## src/design/rrpr_pkg.sv

```systemverilog
// Shared types, constants and helpers for the rotated region to pixel rectangle mapper.
package rrpr_pkg;

  localparam int FRAC_BITS = 16;
  localparam int IN_W      = FRAC_BITS + 1;
  localparam int SUM_W     = IN_W + 1;
  localparam int EXT_W     = 16;
  localparam int ORG_W     = 32;
  localparam int PROD_W    = IN_W + EXT_W;
  localparam int EDGE_W    = PROD_W + 1 - FRAC_BITS;
  localparam int ADDR_W    = 5;
  localparam int DATA_W    = 32;

  localparam logic [IN_W-1:0]  ONE_FX      = IN_W'(1) << FRAC_BITS;
  localparam logic [SUM_W-1:0] ONE_FX_SUM  = SUM_W'(1) << FRAC_BITS;
  localparam logic [PROD_W:0]  CEIL_BIAS   = (PROD_W + 1)'((1 << FRAC_BITS) - 1);

  typedef enum logic [1:0] {
    STATUS_OK      = 2'd0,
    STATUS_SMALL   = 2'd1,
    STATUS_INVALID = 2'd2
  } status_e;

  typedef enum logic [1:0] {
    ROT_0   = 2'd0,
    ROT_90  = 2'd1,
    ROT_180 = 2'd2,
    ROT_270 = 2'd3
  } rot_e;

  typedef enum logic [2:0] {
    REG_CONTENT_WIDTH  = 3'd0,
    REG_CONTENT_HEIGHT = 3'd1,
    REG_DOTS_PER_INCH  = 3'd2,
    REG_ORIGIN_X       = 3'd3,
    REG_ORIGIN_Y       = 3'd4,
    REG_MIN_WIDTH      = 3'd5,
    REG_MIN_HEIGHT     = 3'd6,
    REG_ROTATION       = 3'd7
  } reg_idx_e;

  typedef struct packed {
    logic [EXT_W-1:0] content_width;
    logic [EXT_W-1:0] content_height;
    logic [EXT_W-1:0] dots_per_inch;
    logic [ORG_W-1:0] origin_x;
    logic [ORG_W-1:0] origin_y;
    logic [EXT_W-1:0] min_width;
    logic [EXT_W-1:0] min_height;
    rot_e             rotation;
  } cfg_t;

  // rotated edges in normalized units
  typedef struct packed {
    logic            invalid;
    logic [IN_W-1:0] tx;
    logic [IN_W-1:0] ty;
    logic [IN_W-1:0] tx_end;
    logic [IN_W-1:0] ty_end;
  } norm_t;

  typedef struct packed {
    logic              invalid;
    logic [PROD_W-1:0] prod_l;
    logic [PROD_W-1:0] prod_t;
    logic [PROD_W-1:0] prod_r;
    logic [PROD_W-1:0] prod_b;
  } prod_t;

  typedef struct packed {
    logic             invalid;
    logic [EXT_W-1:0] left;
    logic [EXT_W-1:0] top;
    logic [EXT_W-1:0] right;
    logic [EXT_W-1:0] bottom;
  } edge_t;

  function automatic logic [EXT_W-1:0] clamp_edge(input logic [EDGE_W-1:0] r,
                                                  input logic [EXT_W-1:0] ext);
    logic [EDGE_W-1:0] ext_w;
    ext_w = EDGE_W'(ext);
    return (r > ext_w) ? ext : r[EXT_W-1:0];
  endfunction

endpackage

```

## src/design/rotated_region_to_pixel_rect_top.sv

```systemverilog
// Top level of the rotated region to pixel rectangle mapper.
// Accepts one normalized rectangle per cycle while the input is not stalled and
// returns its pixel rectangle through four registered stages: stage 1 checks bounds
// and rotates, stage 2 holds the edge-times-extent products of every edge, stage 3 floors,
// ceils and clamps, stage 4 forms the size, adds the desktop origin and holds the
// result. Each stage has its own valid bit and loads whenever it is empty or its
// successor moves, so bubbles close up while the output is stalled; the input stalls
// only when all four stages are full and the output is stalled. The user must write
// configuration through the APB port while no item is in flight; the block does not enforce it.
module rotated_region_to_pixel_rect_top (
  input  logic                        clk_i,
  input  logic                        rst_ni,
  input  logic                        psel,
  input  logic                        penable,
  input  logic                        pwrite,
  input  logic [rrpr_pkg::ADDR_W-1:0] paddr,
  input  logic [rrpr_pkg::DATA_W-1:0] pwdata,
  output logic [rrpr_pkg::DATA_W-1:0] prdata,
  output logic                        pready,
  input  logic                        in_valid_i,
  output logic                        in_stall_o,
  input  logic [rrpr_pkg::IN_W-1:0]   norm_x_i,
  input  logic [rrpr_pkg::IN_W-1:0]   norm_y_i,
  input  logic [rrpr_pkg::IN_W-1:0]   norm_width_i,
  input  logic [rrpr_pkg::IN_W-1:0]   norm_height_i,
  output logic                        out_valid_o,
  input  logic                        out_stall_i,
  output logic [1:0]                  status_o,
  output logic [rrpr_pkg::EXT_W-1:0]  src_left_o,
  output logic [rrpr_pkg::EXT_W-1:0]  src_top_o,
  output logic [rrpr_pkg::EXT_W-1:0]  src_width_o,
  output logic [rrpr_pkg::EXT_W-1:0]  src_height_o,
  output logic [rrpr_pkg::ORG_W-1:0]  overlay_x_o,
  output logic [rrpr_pkg::ORG_W-1:0]  overlay_y_o
);

  rrpr_pkg::cfg_t    cfg;
  rrpr_pkg::norm_t   norm_data;
  rrpr_pkg::edge_t   edge_data;
  rrpr_pkg::status_e status;
  logic              norm_valid, norm_stall, edge_valid, edge_stall;

  rrpr_cfg u_cfg (
    .clk_i   (clk_i),
    .rst_ni  (rst_ni),
    .psel    (psel),
    .penable (penable),
    .pwrite  (pwrite),
    .paddr   (paddr),
    .pwdata  (pwdata),
    .prdata  (prdata),
    .pready  (pready),
    .cfg_o   (cfg)
  );

  rrpr_norm u_norm (
    .clk_i         (clk_i),
    .rst_ni        (rst_ni),
    .cfg_i         (cfg),
    .valid_i       (in_valid_i),
    .stall_o       (in_stall_o),
    .norm_x_i      (norm_x_i),
    .norm_y_i      (norm_y_i),
    .norm_width_i  (norm_width_i),
    .norm_height_i (norm_height_i),
    .valid_o       (norm_valid),
    .stall_i       (norm_stall),
    .data_o        (norm_data)
  );

  rrpr_scale u_scale (
    .clk_i   (clk_i),
    .rst_ni  (rst_ni),
    .cfg_i   (cfg),
    .valid_i (norm_valid),
    .stall_o (norm_stall),
    .data_i  (norm_data),
    .valid_o (edge_valid),
    .stall_i (edge_stall),
    .data_o  (edge_data)
  );

  rrpr_place u_place (
    .clk_i        (clk_i),
    .rst_ni       (rst_ni),
    .cfg_i        (cfg),
    .valid_i      (edge_valid),
    .stall_o      (edge_stall),
    .data_i       (edge_data),
    .valid_o      (out_valid_o),
    .stall_i      (out_stall_i),
    .status_o     (status),
    .src_left_o   (src_left_o),
    .src_top_o    (src_top_o),
    .src_width_o  (src_width_o),
    .src_height_o (src_height_o),
    .overlay_x_o  (overlay_x_o),
    .overlay_y_o  (overlay_y_o)
  );

  assign status_o = status;

  // an invalid item carries no coordinates
  a_invalid_zero: assert property (@(posedge clk_i) disable iff (!rst_ni)
    (out_valid_o && status == rrpr_pkg::STATUS_INVALID) |->
      (src_left_o == '0 && src_top_o == '0 && src_width_o == '0 &&
       src_height_o == '0 && overlay_x_o == '0 && overlay_y_o == '0))
    else $error("invalid item with nonzero coordinates");

  // input backpressure only when the output itself is held
  a_stall_source: assert property (@(posedge clk_i) disable iff (!rst_ni)
    in_stall_o |-> (out_valid_o && out_stall_i))
    else $error("input stalled while output free");

  // a full pipeline with the output released accepts again at once
  a_no_idle_stall: assert property (@(posedge clk_i) disable iff (!rst_ni)
    !out_stall_i |-> !in_stall_o)
    else $error("input stalled with output not stalled");

endmodule

```

## src/design/rrpr_cfg.sv

```systemverilog
// Configuration register file with APB-style access.
module rrpr_cfg (
  input  logic                        clk_i,
  input  logic                        rst_ni,
  input  logic                        psel,
  input  logic                        penable,
  input  logic                        pwrite,
  input  logic [rrpr_pkg::ADDR_W-1:0] paddr,
  input  logic [rrpr_pkg::DATA_W-1:0] pwdata,
  output logic [rrpr_pkg::DATA_W-1:0] prdata,
  output logic                        pready,
  output rrpr_pkg::cfg_t              cfg_o
);

  rrpr_pkg::cfg_t   cfg_q;
  rrpr_pkg::reg_idx_e idx;
  logic             wr_en;

  assign idx    = rrpr_pkg::reg_idx_e'(paddr[rrpr_pkg::ADDR_W-1:2]);
  assign wr_en  = psel && penable && pwrite;
  assign pready = 1'b1;
  assign cfg_o  = cfg_q;

  always_ff @(posedge clk_i or negedge rst_ni) begin
    if (!rst_ni) begin
      cfg_q.content_width  <= 16'd1920;
      cfg_q.content_height <= 16'd1080;
      cfg_q.dots_per_inch  <= 16'd96;
      cfg_q.origin_x       <= '0;
      cfg_q.origin_y       <= '0;
      cfg_q.min_width      <= 16'd1;
      cfg_q.min_height     <= 16'd1;
      cfg_q.rotation       <= rrpr_pkg::ROT_0;
    end else if (wr_en) begin
      unique case (idx)
        rrpr_pkg::REG_CONTENT_WIDTH:  cfg_q.content_width  <= pwdata[rrpr_pkg::EXT_W-1:0];
        rrpr_pkg::REG_CONTENT_HEIGHT: cfg_q.content_height <= pwdata[rrpr_pkg::EXT_W-1:0];
        rrpr_pkg::REG_DOTS_PER_INCH:  cfg_q.dots_per_inch  <= pwdata[rrpr_pkg::EXT_W-1:0];
        rrpr_pkg::REG_ORIGIN_X:       cfg_q.origin_x       <= pwdata[rrpr_pkg::ORG_W-1:0];
        rrpr_pkg::REG_ORIGIN_Y:       cfg_q.origin_y       <= pwdata[rrpr_pkg::ORG_W-1:0];
        rrpr_pkg::REG_MIN_WIDTH:      cfg_q.min_width      <= pwdata[rrpr_pkg::EXT_W-1:0];
        rrpr_pkg::REG_MIN_HEIGHT:     cfg_q.min_height     <= pwdata[rrpr_pkg::EXT_W-1:0];
        rrpr_pkg::REG_ROTATION:       cfg_q.rotation       <= rrpr_pkg::rot_e'(pwdata[1:0]);
        default: ;
      endcase
    end
  end

  always_comb begin
    prdata = '0;
    unique case (idx)
      rrpr_pkg::REG_CONTENT_WIDTH:  prdata = rrpr_pkg::DATA_W'(cfg_q.content_width);
      rrpr_pkg::REG_CONTENT_HEIGHT: prdata = rrpr_pkg::DATA_W'(cfg_q.content_height);
      rrpr_pkg::REG_DOTS_PER_INCH:  prdata = rrpr_pkg::DATA_W'(cfg_q.dots_per_inch);
      rrpr_pkg::REG_ORIGIN_X:       prdata = rrpr_pkg::DATA_W'(cfg_q.origin_x);
      rrpr_pkg::REG_ORIGIN_Y:       prdata = rrpr_pkg::DATA_W'(cfg_q.origin_y);
      rrpr_pkg::REG_MIN_WIDTH:      prdata = rrpr_pkg::DATA_W'(cfg_q.min_width);
      rrpr_pkg::REG_MIN_HEIGHT:     prdata = rrpr_pkg::DATA_W'(cfg_q.min_height);
      rrpr_pkg::REG_ROTATION:       prdata = rrpr_pkg::DATA_W'(cfg_q.rotation);
      default: ;
    endcase
  end

endmodule

```

## src/design/rrpr_norm.sv

```systemverilog
// Stage 1: bounds and config checks, rotation in normalized space.
module rrpr_norm (
  input  logic                      clk_i,
  input  logic                      rst_ni,
  input  rrpr_pkg::cfg_t            cfg_i,
  input  logic                      valid_i,
  output logic                      stall_o,
  input  logic [rrpr_pkg::IN_W-1:0] norm_x_i,
  input  logic [rrpr_pkg::IN_W-1:0] norm_y_i,
  input  logic [rrpr_pkg::IN_W-1:0] norm_width_i,
  input  logic [rrpr_pkg::IN_W-1:0] norm_height_i,
  output logic                      valid_o,
  input  logic                      stall_i,
  output rrpr_pkg::norm_t           data_o
);

  logic                        valid_q;
  logic                        en;
  rrpr_pkg::norm_t             data_d, data_q;
  logic [rrpr_pkg::SUM_W-1:0]  x_end, y_end;
  logic [rrpr_pkg::SUM_W-1:0]  x_rev, y_rev;
  logic [rrpr_pkg::IN_W-1:0]   tx, ty, tw, th;
  logic [rrpr_pkg::SUM_W-1:0]  tx_end, ty_end;

  assign en      = !valid_q || !stall_i;
  assign stall_o = !en;

  always_comb begin
    x_end = rrpr_pkg::SUM_W'(norm_x_i) + rrpr_pkg::SUM_W'(norm_width_i);
    y_end = rrpr_pkg::SUM_W'(norm_y_i) + rrpr_pkg::SUM_W'(norm_height_i);
    // only meaningful when the rectangle is inside the unit square
    x_rev = rrpr_pkg::ONE_FX_SUM - x_end;
    y_rev = rrpr_pkg::ONE_FX_SUM - y_end;

    unique case (cfg_i.rotation)
      rrpr_pkg::ROT_90: begin
        tx = y_rev[rrpr_pkg::IN_W-1:0]; ty = norm_x_i;
        tw = norm_height_i;             th = norm_width_i;
      end
      rrpr_pkg::ROT_180: begin
        tx = x_rev[rrpr_pkg::IN_W-1:0]; ty = y_rev[rrpr_pkg::IN_W-1:0];
        tw = norm_width_i;              th = norm_height_i;
      end
      rrpr_pkg::ROT_270: begin
        tx = norm_y_i;                  ty = x_rev[rrpr_pkg::IN_W-1:0];
        tw = norm_height_i;             th = norm_width_i;
      end
      default: begin
        tx = norm_x_i;                  ty = norm_y_i;
        tw = norm_width_i;              th = norm_height_i;
      end
    endcase

    tx_end = rrpr_pkg::SUM_W'(tx) + rrpr_pkg::SUM_W'(tw);
    ty_end = rrpr_pkg::SUM_W'(ty) + rrpr_pkg::SUM_W'(th);

    data_d.invalid = (norm_width_i == '0) || (norm_height_i == '0) ||
                     (x_end > rrpr_pkg::ONE_FX_SUM) || (y_end > rrpr_pkg::ONE_FX_SUM) ||
                     (cfg_i.content_width == '0) || (cfg_i.content_height == '0) ||
                     (cfg_i.dots_per_inch == '0) || (cfg_i.min_width == '0) ||
                     (cfg_i.min_height == '0);
    data_d.tx     = tx;
    data_d.ty     = ty;
    data_d.tx_end = tx_end[rrpr_pkg::IN_W-1:0];
    data_d.ty_end = ty_end[rrpr_pkg::IN_W-1:0];
  end

  always_ff @(posedge clk_i or negedge rst_ni) begin
    if (!rst_ni) begin
      valid_q <= 1'b0;
    end else if (en) begin
      valid_q <= valid_i;
    end
  end

  always_ff @(posedge clk_i) begin
    if (en && valid_i) begin
      data_q <= data_d;
    end
  end

  assign valid_o = valid_q;
  assign data_o  = data_q;

endmodule

```

## src/design/rrpr_scale.sv

```systemverilog
// Stages 2 and 3: scale edges to pixels, then floor/ceil and clamp to the extent.
module rrpr_scale (
  input  logic            clk_i,
  input  logic            rst_ni,
  input  rrpr_pkg::cfg_t  cfg_i,
  input  logic            valid_i,
  output logic            stall_o,
  input  rrpr_pkg::norm_t data_i,
  output logic            valid_o,
  input  logic            stall_i,
  output rrpr_pkg::edge_t data_o
);

  logic                         mul_valid_q, edge_valid_q;
  logic                         mul_en, edge_en, mid_stall;
  rrpr_pkg::prod_t              mul_d, mul_q;
  rrpr_pkg::edge_t              edge_d, edge_q;
  logic [rrpr_pkg::PROD_W:0]    r_bias, b_bias;
  logic [rrpr_pkg::EDGE_W-1:0]  l_raw, t_raw, r_raw, b_raw;

  assign edge_en   = !edge_valid_q || !stall_i;
  assign mid_stall = !edge_en;
  assign mul_en    = !mul_valid_q || !mid_stall;
  assign stall_o   = !mul_en;

  always_comb begin
    mul_d.invalid = data_i.invalid;
    mul_d.prod_l  = rrpr_pkg::PROD_W'(data_i.tx)     * rrpr_pkg::PROD_W'(cfg_i.content_width);
    mul_d.prod_r  = rrpr_pkg::PROD_W'(data_i.tx_end) * rrpr_pkg::PROD_W'(cfg_i.content_width);
    mul_d.prod_t  = rrpr_pkg::PROD_W'(data_i.ty)     * rrpr_pkg::PROD_W'(cfg_i.content_height);
    mul_d.prod_b  = rrpr_pkg::PROD_W'(data_i.ty_end) * rrpr_pkg::PROD_W'(cfg_i.content_height);
  end

  always_comb begin
    r_bias = (rrpr_pkg::PROD_W + 1)'(mul_q.prod_r) + rrpr_pkg::CEIL_BIAS;
    b_bias = (rrpr_pkg::PROD_W + 1)'(mul_q.prod_b) + rrpr_pkg::CEIL_BIAS;
    l_raw  = rrpr_pkg::EDGE_W'(mul_q.prod_l[rrpr_pkg::PROD_W-1:rrpr_pkg::FRAC_BITS]);
    t_raw  = rrpr_pkg::EDGE_W'(mul_q.prod_t[rrpr_pkg::PROD_W-1:rrpr_pkg::FRAC_BITS]);
    r_raw  = r_bias[rrpr_pkg::PROD_W:rrpr_pkg::FRAC_BITS];
    b_raw  = b_bias[rrpr_pkg::PROD_W:rrpr_pkg::FRAC_BITS];
    edge_d.invalid = mul_q.invalid;
    edge_d.left    = rrpr_pkg::clamp_edge(l_raw, cfg_i.content_width);
    edge_d.top     = rrpr_pkg::clamp_edge(t_raw, cfg_i.content_height);
    edge_d.right   = rrpr_pkg::clamp_edge(r_raw, cfg_i.content_width);
    edge_d.bottom  = rrpr_pkg::clamp_edge(b_raw, cfg_i.content_height);
  end

  always_ff @(posedge clk_i or negedge rst_ni) begin
    if (!rst_ni) begin
      mul_valid_q  <= 1'b0;
      edge_valid_q <= 1'b0;
    end else begin
      if (mul_en) begin
        mul_valid_q <= valid_i;
      end
      if (edge_en) begin
        edge_valid_q <= mul_valid_q;
      end
    end
  end

  always_ff @(posedge clk_i) begin
    if (mul_en && valid_i) begin
      mul_q <= mul_d;
    end
    if (edge_en && mul_valid_q) begin
      edge_q <= edge_d;
    end
  end

  assign valid_o = edge_valid_q;
  assign data_o  = edge_q;

endmodule

```

## src/design/rrpr_place.sv

```systemverilog
// Stage 4: size, origin offset with overflow check, status and output register.
module rrpr_place (
  input  logic                       clk_i,
  input  logic                       rst_ni,
  input  rrpr_pkg::cfg_t             cfg_i,
  input  logic                       valid_i,
  output logic                       stall_o,
  input  rrpr_pkg::edge_t            data_i,
  output logic                       valid_o,
  input  logic                       stall_i,
  output rrpr_pkg::status_e          status_o,
  output logic [rrpr_pkg::EXT_W-1:0] src_left_o,
  output logic [rrpr_pkg::EXT_W-1:0] src_top_o,
  output logic [rrpr_pkg::EXT_W-1:0] src_width_o,
  output logic [rrpr_pkg::EXT_W-1:0] src_height_o,
  output logic [rrpr_pkg::ORG_W-1:0] overlay_x_o,
  output logic [rrpr_pkg::ORG_W-1:0] overlay_y_o
);

  logic                       valid_q, en;
  logic [rrpr_pkg::EXT_W-1:0] right_fix, bottom_fix, width, height;
  logic [rrpr_pkg::ORG_W:0]   sum_x, sum_y;
  logic                       bad;
  rrpr_pkg::status_e          status_d, status_q;
  logic [rrpr_pkg::EXT_W-1:0] left_d, top_d, width_d, height_d;
  logic [rrpr_pkg::EXT_W-1:0] left_q, top_q, width_q, height_q;
  logic [rrpr_pkg::ORG_W-1:0] ovl_x_d, ovl_y_d, ovl_x_q, ovl_y_q;

  assign en      = !valid_q || !stall_i;
  assign stall_o = !en;

  always_comb begin
    right_fix  = (data_i.right < data_i.left) ? data_i.left : data_i.right;
    bottom_fix = (data_i.bottom < data_i.top) ? data_i.top : data_i.bottom;
    width      = right_fix - data_i.left;
    height     = bottom_fix - data_i.top;
    // sign-extend origin, zero-extend edge; overflow when the top two bits differ
    sum_x = {cfg_i.origin_x[rrpr_pkg::ORG_W-1], cfg_i.origin_x} +
            (rrpr_pkg::ORG_W + 1)'(data_i.left);
    sum_y = {cfg_i.origin_y[rrpr_pkg::ORG_W-1], cfg_i.origin_y} +
            (rrpr_pkg::ORG_W + 1)'(data_i.top);
    bad   = data_i.invalid ||
            (sum_x[rrpr_pkg::ORG_W] != sum_x[rrpr_pkg::ORG_W-1]) ||
            (sum_y[rrpr_pkg::ORG_W] != sum_y[rrpr_pkg::ORG_W-1]);

    if (bad) begin
      status_d = rrpr_pkg::STATUS_INVALID;
      left_d   = '0;
      top_d    = '0;
      width_d  = '0;
      height_d = '0;
      ovl_x_d  = '0;
      ovl_y_d  = '0;
    end else begin
      status_d = ((width < cfg_i.min_width) || (height < cfg_i.min_height)) ?
                 rrpr_pkg::STATUS_SMALL : rrpr_pkg::STATUS_OK;
      left_d   = data_i.left;
      top_d    = data_i.top;
      width_d  = width;
      height_d = height;
      ovl_x_d  = sum_x[rrpr_pkg::ORG_W-1:0];
      ovl_y_d  = sum_y[rrpr_pkg::ORG_W-1:0];
    end
  end

  always_ff @(posedge clk_i or negedge rst_ni) begin
    if (!rst_ni) begin
      valid_q <= 1'b0;
    end else if (en) begin
      valid_q <= valid_i;
    end
  end

  always_ff @(posedge clk_i) begin
    if (en && valid_i) begin
      status_q <= status_d;
      left_q   <= left_d;
      top_q    <= top_d;
      width_q  <= width_d;
      height_q <= height_d;
      ovl_x_q  <= ovl_x_d;
      ovl_y_q  <= ovl_y_d;
    end
  end

  assign valid_o      = valid_q;
  assign status_o     = status_q;
  assign src_left_o   = left_q;
  assign src_top_o    = top_q;
  assign src_width_o  = width_q;
  assign src_height_o = height_q;
  assign overlay_x_o  = ovl_x_q;
  assign overlay_y_o  = ovl_y_q;

endmodule
```

## config.mk

```make
export PLATFORM = sky130hd
export DESIGN_NAME = rotated_region_to_pixel_rect_top
export DESIGN_NICKNAME = d
export VERILOG_FILES = /design/src/design/rrpr_pkg.sv /design/src/design/rotated_region_to_pixel_rect_top.sv /design/src/design/rrpr_cfg.sv /design/src/design/rrpr_norm.sv /design/src/design/rrpr_scale.sv /design/src/design/rrpr_place.sv
export SDC_FILE = /design/constraint.sdc
export NUM_CORES = 2
export LEC_CHECK = 0
export BUFFER_PORTS_ARGS = -buffer_cell sky130_fd_sc_hd__clkbuf_2
export CAP_MARGIN = 30
export CORE_MARGIN = 1.5
export CORE_UTILIZATION = 44
export CTS_BUF_LIST = sky130_fd_sc_hd__clkbuf_4 sky130_fd_sc_hd__clkbuf_8
export DETAILED_ROUTE_END_ITERATION = 6
export GPL_TIMING_DRIVEN = 0
export HOLD_SLACK_MARGIN = 0.06
export PLACE_DENSITY = 0.64
export REMOVE_ABC_BUFFERS = 1
export SYNTH_ARGS = -nofsm -noshare
export SYNTH_HDL_FRONTEND = slang
export SYNTH_SLANG_ARGS = --single-unit
```

## constraint.sdc

```tcl
create_clock -name clk_i -period 24.5 [get_ports clk_i]
set_clock_uncertainty 0.05 [all_clocks]
set_input_delay 6.125 -clock clk_i [delete_from_list [all_inputs] [get_ports clk_i]]
set_output_delay 6.125 -clock clk_i [all_outputs]
set_load 0.005 [all_outputs]
```

; ---- After elaboration in Yosys (flattened, before gate mapping)
; Cells that the tools add are included.
[op_classes]
add_sub_neg = 12
mul = 4
magnitude_cmp = 10
n_eq_ne = 12
muxes = 12
reduce_logical = 44
[ops]
columns = operator, count
row1 = 32-bit case mux with 8 select lines, 1
row2 = 17-bit by 16-bit multiplier with 33-bit output, 4
row3 = 17-bit case mux with 3 select lines, 2
row4 = 16-bit 2-to-1 mux, 6
row5 = 16-bit zero test, 5
row6 = "33-bit by 16-bit adder with 34-bit output, second input constant", 2
row7 = 32-bit by 17-bit adder with 33-bit output, 2
row8 = 16-bit < comparator, 4
row9 = 17-bit by 17-bit adder with 18-bit output, 2
row10 = 18-bit by 16-bit > comparator with 1-bit output, 2
row11 = "18-bit by 17-bit > comparator with 1-bit output, second input constant", 2
row12 = 17-bit adder, 2
row13 = 17-bit by 16-bit > comparator with 1-bit output, 2
row14 = 17-bit zero test, 2
row15 = 17-bit 2-to-1 mux, 2
row16 = "17-bit subtractor, first input constant", 2
row17 = 16-bit subtractor, 2
row18 = 2-bit AND reduction, 8
row19 = 1-bit logical OR, 15
row20 = "3-bit == test, second input constant", 4
row21 = "3-bit by 2-bit == test with 1-bit output, second input constant", 2
row22 = 1-bit logical AND, 6
row23 = 1-bit zero test, 6
row24 = "2-bit == test, second input constant", 2
row25 = 6 further kinds, 7
[word_totals]
regBits = 547

; ---- Depth between registers and ports, before layout
[logic_depth]
word_depth = 9
mapped_depth = 29

; ---- By module
; A second synthesis with hierarchy kept.
[hier_totals]
cells_unflattened = 6742
area_unflattened_um2 = 66623.9
[by_module_without_submodules]
columns = module, n_inst, cells_each, area_each_um2, seq_area_each_um2
row1 = rrpr_scale, 1, 4484, 42547.1, 5034.8
row2 = rrpr_place, 1, 986, 9796.9, 3928.8
row3 = rrpr_norm, 1, 818, 7669.9, 2097.0
row4 = rrpr_cfg, 1, 454, 6610.1, 3668.5

; ---- Least setup slack after synthesis
; Ideal clock, no wire load.
[synth_timing]
path_type = input to register
from = input out_stall_i
to = register u_place.ovl_x_q (netlist bit u_place.overlay_x_o[0]) (enable)
t_arrival_ps = 15482
setup_slack_ps = 8150
cell_stages = 1
path_cell_list = a21boi_0
[synth_between]
elab_chain_cells = 3
[synth_lines]
columns = item, line_no
row1 = start: declaration, rotated_region_to_pixel_rect_top.sv:27  ; input logic out_stall_i,
row2 = 1-bit zero test, rrpr_place.sv:29  ; assign en = !valid_q || !stall_i;
row3 = 1-bit logical OR, rrpr_place.sv:29
row4 = 1-bit logical AND, rrpr_place.sv:75  ; if (en && valid_i) begin
row5 = end signal: assignment, rrpr_place.sv:81  ; ovl_x_q <= ovl_x_d;
row6 = end: declaration, rrpr_place.sv:27  ; logic [rrpr_pkg::ORG_W-1:0] ovl_x_d, ovl_y_d, ovl_x_q, ovl_y_q;
; No other way between the ends.
; A chain may end at the register's enable or synchronous reset.

; ---- Worst setup path in the final report
[layout_timing]
from = input paddr[2] (netlist name)
to = output prdata[0] (netlist name)
[layout_between]
elab_chain_cells = 2
word_cells_on_any_way = 9
classes_between = eq/ne: 7 / mux: 1 / reduce/logical: 1
[layout_lines]
columns = item, line_no
row1 = start: declaration, rotated_region_to_pixel_rect_top.sv:16  ; input logic [rrpr_pkg::ADDR_W-1:0] paddr,
row2 = "3-bit == test, or another cell as far along", rrpr_cfg.sv:51  ; unique case (idx)
row3 = 32-bit case mux with 8 select lines *, rrpr_cfg.sv:51
row4 = end: declaration, rotated_region_to_pixel_rect_top.sv:18  ; output logic [rrpr_pkg::DATA_W-1:0] prdata,
; Every way passes the cells marked *; elsewhere a longest branch is shown, timed or not.

==> flow_summary_export.csv <==
group,metric,value,unit
global_route,antenna_found_initial,14,
setup_path,r2r-start,"u_cfg.cfg_o[117]",
placed_design,dp_hpwl,142000,um
setup_path,critPathLaunch,"paddr[2]",
drt,wire_per_inst,20.8,um
layout,final_cells,8887,
layout,area_growth,8.95,%
logic_synthesis,synth_top_family_by_area,"adder cells",
layout,drive_gt1_frac,0.112,
logic_synthesis,synth_warnings,0,
floorplan,start_util,0.443,
global_route,grt_first_pass_wirelength,290000,um
cts,clk_path_buf_depth,3,
placed_design,io_buffers,273,
global_route,grt_usage,0.247,
drt,drt_iter0_markers,3108,
timing,rsz0062_at_grt,"no",
logic_synthesis,postSynthCellCount,6732,
cts,clock-sinks,515,
logic_synthesis,synthFlopType,"edfxtp_1",
floorplan,boundaryPins,277,
timing,final-max-slew-violation-count,0,
timing,worstMarginPinSlew,1.04,ns
setup_path,critPathSlowestCell,"clkbuf_2",
job,cap_violations,0,
drt,postRouteAntennaNets,0,
logic_synthesis,synthArstFlopShare,0.291,
logic_synthesis,synth_seq_cells,515,
logic_synthesis,synthSimpleGateAreaFrac,0.151,
logic_synthesis,synth_area_leaders,"fa_1 (26%), edfxtp_1 (17%), ha_1 (13%)",
cts,path_clk_slew,0.06,ns
cts,cts_buffers,91,
logic_synthesis,synthesis.area,65400,um2
setup_path,max_stage_delay,0.67,ns
setup_path,path_depth,7,
cts,cts-root-buf,"clkbuf_8",
timing,fmax,65.3,MHz
logic_synthesis,synth-compound-area-share,0.0810,
floorplan,core_area,148000,um2
timing,slew_headroom,0.306,
hold_path,hold_path.class,"register to register",
placed_design,gp_congestion,0.924,
global_route,grt_max_degree,94,
layout,fin_nets,8494,
run_status,outcome,"finished clean",
setup_path,cp.arrival,9.14,ns
cts,htree_levels,3,
cts,cts_hold_repair.buffers,0,
drt,drt_pre_antenna_iters,5,
floorplan,die_w,389,um
global_route,met1_usage,0.326,
global_route,grtUsageMet2,0.406,
logic_synthesis,synth_xor_area_frac,0.0364,
setup_path,start_kind,"input pin",
setup_path,crit_family,"buffers and inverters",
logic_synthesis,yosys.cell_types.count,94,
global_route,grt_pass1_vias,50800,
logic_synthesis,yosys.area.top_type,"fa_1",
logic_synthesis,muxShareOfSynthArea,0.0426,
cts,cts_tree,"yes",
floorplan,die-area,151000,um2
floorplan,placementRows,141,
setup_path,reg2reg_depth,23,
setup_path,r2r_slack,16.84,ns
layout,mostFrequentLayoutCells,"inv_1 (1085), fa_1 (838), nand2_1 (790), ha_1 (668), and2_1 (569)",
global_route,busiest_layer,"met2",
timing,fin_tns_setup,0,ns
drt,totalWireLength,185000,um
logic_synthesis,avgSynthCellArea,9.72,um2
logic_synthesis,synth_top_area_frac,0.256,
setup_path,crit-reg2reg-capture,"u_scale.mul_q[31]",
cts,cts_resized,0,
floorplan,die_h,389,um
setup_path,path_class,"input pin to output pin",
setup_path,worst-path-max-fanout,34,
drt,drc,0,
placed_design,placed_cells,8712,
drt,routed-via-count,48800,
layout,final_common_cell,"inv_1",
global_route,use_met3,0.0449,
cts,clkLatencyLatePin,0.81,ns
timing,period_needed,15.32,ns
setup_path,crit_buf_inv,3,
drt,viasPerCell,5.49,
timing,fin_ws,9.18,ns
setup_path,endpoint,"prdata[0]",
setup_path,end_kind,"output pin",
placed_design,post-place-ws,9.24,ns
setup_path,timing.critical_path.mode_cell,"clkbuf_2",
cts,postCtsSetupRepairBufs,0,
logic_synthesis,synth_fa_ha_area_frac,0.384,
setup_path,crit_chain,"clkbuf_2, clkinv_1, nor2_1, a22o_1, a221oi_1, a31oi_1, clkbuf_2",
logic_synthesis,ys_seq_area_frac,0.225,
hold_path,min_path_cells,0,
timing,setup_viol,0,
logic_synthesis,synth-edff-count,365,
timing,fin_crit_sh,0.625,
setup_path,required,18.33,ns
timing,hold_violations,0,
global_route,grt_overflow,0,
==> layout make-up <==
cell class / count / area, um2
antenna: 4 / 10.0
clock buffer: 118 / 1500
clock inverter: 52 / 477
fill: 13600 / 76400
inverter: 1089 / 4090
multi-input combinational: 4851 / 45600
sequential: 515 / 14800
tap: 1930 / 2410
timing repair buffer: 328 / 2430
==> routing by layer <==
layer / routed length (um) / vias to the layer above
li1: - / 22200
met1: 79000 / 24500
met2: 85900 / 1711
met3: 13700 / 368
met4: 6430 / 16
met5: 98 / -
==> stage by stage <==
| stage | cell area, um2 | util | hold WS, ns |
|---|---|---|---|
| finish | 71300 | 0.483 | 0.355 |
| global placement | 68100 | 0.461 | 0.358 |
| detailed placement | 69300 | 0.469 | 0.365 |
| global route | 71300 | 0.483 | 0.375 |
| CTS | 71300 | 0.483 | 0.375 |
| floorplan | 64300 | - | 0.350 |
==> registers in the layout, summed over array words and instances (netlist names), 2 cells and up <==
register / flops
u_place.src_height_o: 16
u_cfg.cfg_o: 146
u_place.overlay_y_o: 32
u_norm.data_o: 69
u_scale.data_o: 65
u_scale.mul_q: 83
u_place.src_top_o: 16
u_place.src_left_o: 16
u_place.src_width_o: 16
u_place.overlay_x_o: 32
u_scale.l_raw: 17
u_place.status_o: 2
==> kinds of logic (layout without fill, tap and decap cells) <==
logic type / count (synthesis) / in the layout
buf+inv: 1366 / 1587
simple gates: 2010 / 2010
other cells: 1 / 5
mux: 251 / 251
fa+ha+maj: 1506 / 1506
flops: 515 / 515
compound gates: 811 / 811
xor+xnor: 272 / 272
==> worst min-delay path by stage <==
stage,from,slack (ns),to
CTS,u_scale.edge_d[64],0.38,u_scale.data_o[64]
global placement,u_scale.edge_d[64],0.36,u_scale.data_o[64]
detailed placement,u_scale.edge_d[64],0.37,u_scale.data_o[64]
floorplan,u_scale.edge_d[64],0.35,u_scale.data_o[64]
finish,u_scale.edge_d[64],0.35,u_scale.data_o[64]
global route,u_scale.edge_d[64],0.37,u_scale.data_o[64]
==> cell usage after synthesis, drive strengths merged, types with 19 or more instances <==
library cell and count:
xor2 96, and3 40, edfxtp 365, nor4 55, dfrtp 138, xnor2 176
a22o 19, inv 1086, nor3 57, o21bai 27, a21oi 197, fa 838
o21a 53, ha 668, a21o 100, nand2 790, clkbuf 264, nand2b 33
or3 21, mux2 202, nand3 63, o21ai 202, nand4 38, and2 571
nor2 263, nor2b 31, a31oi 20, o211ai 21, mux2i 47
Power is not shown: default switching activity piles up to over one toggle a cycle in this logic, so the estimate is an artifact.
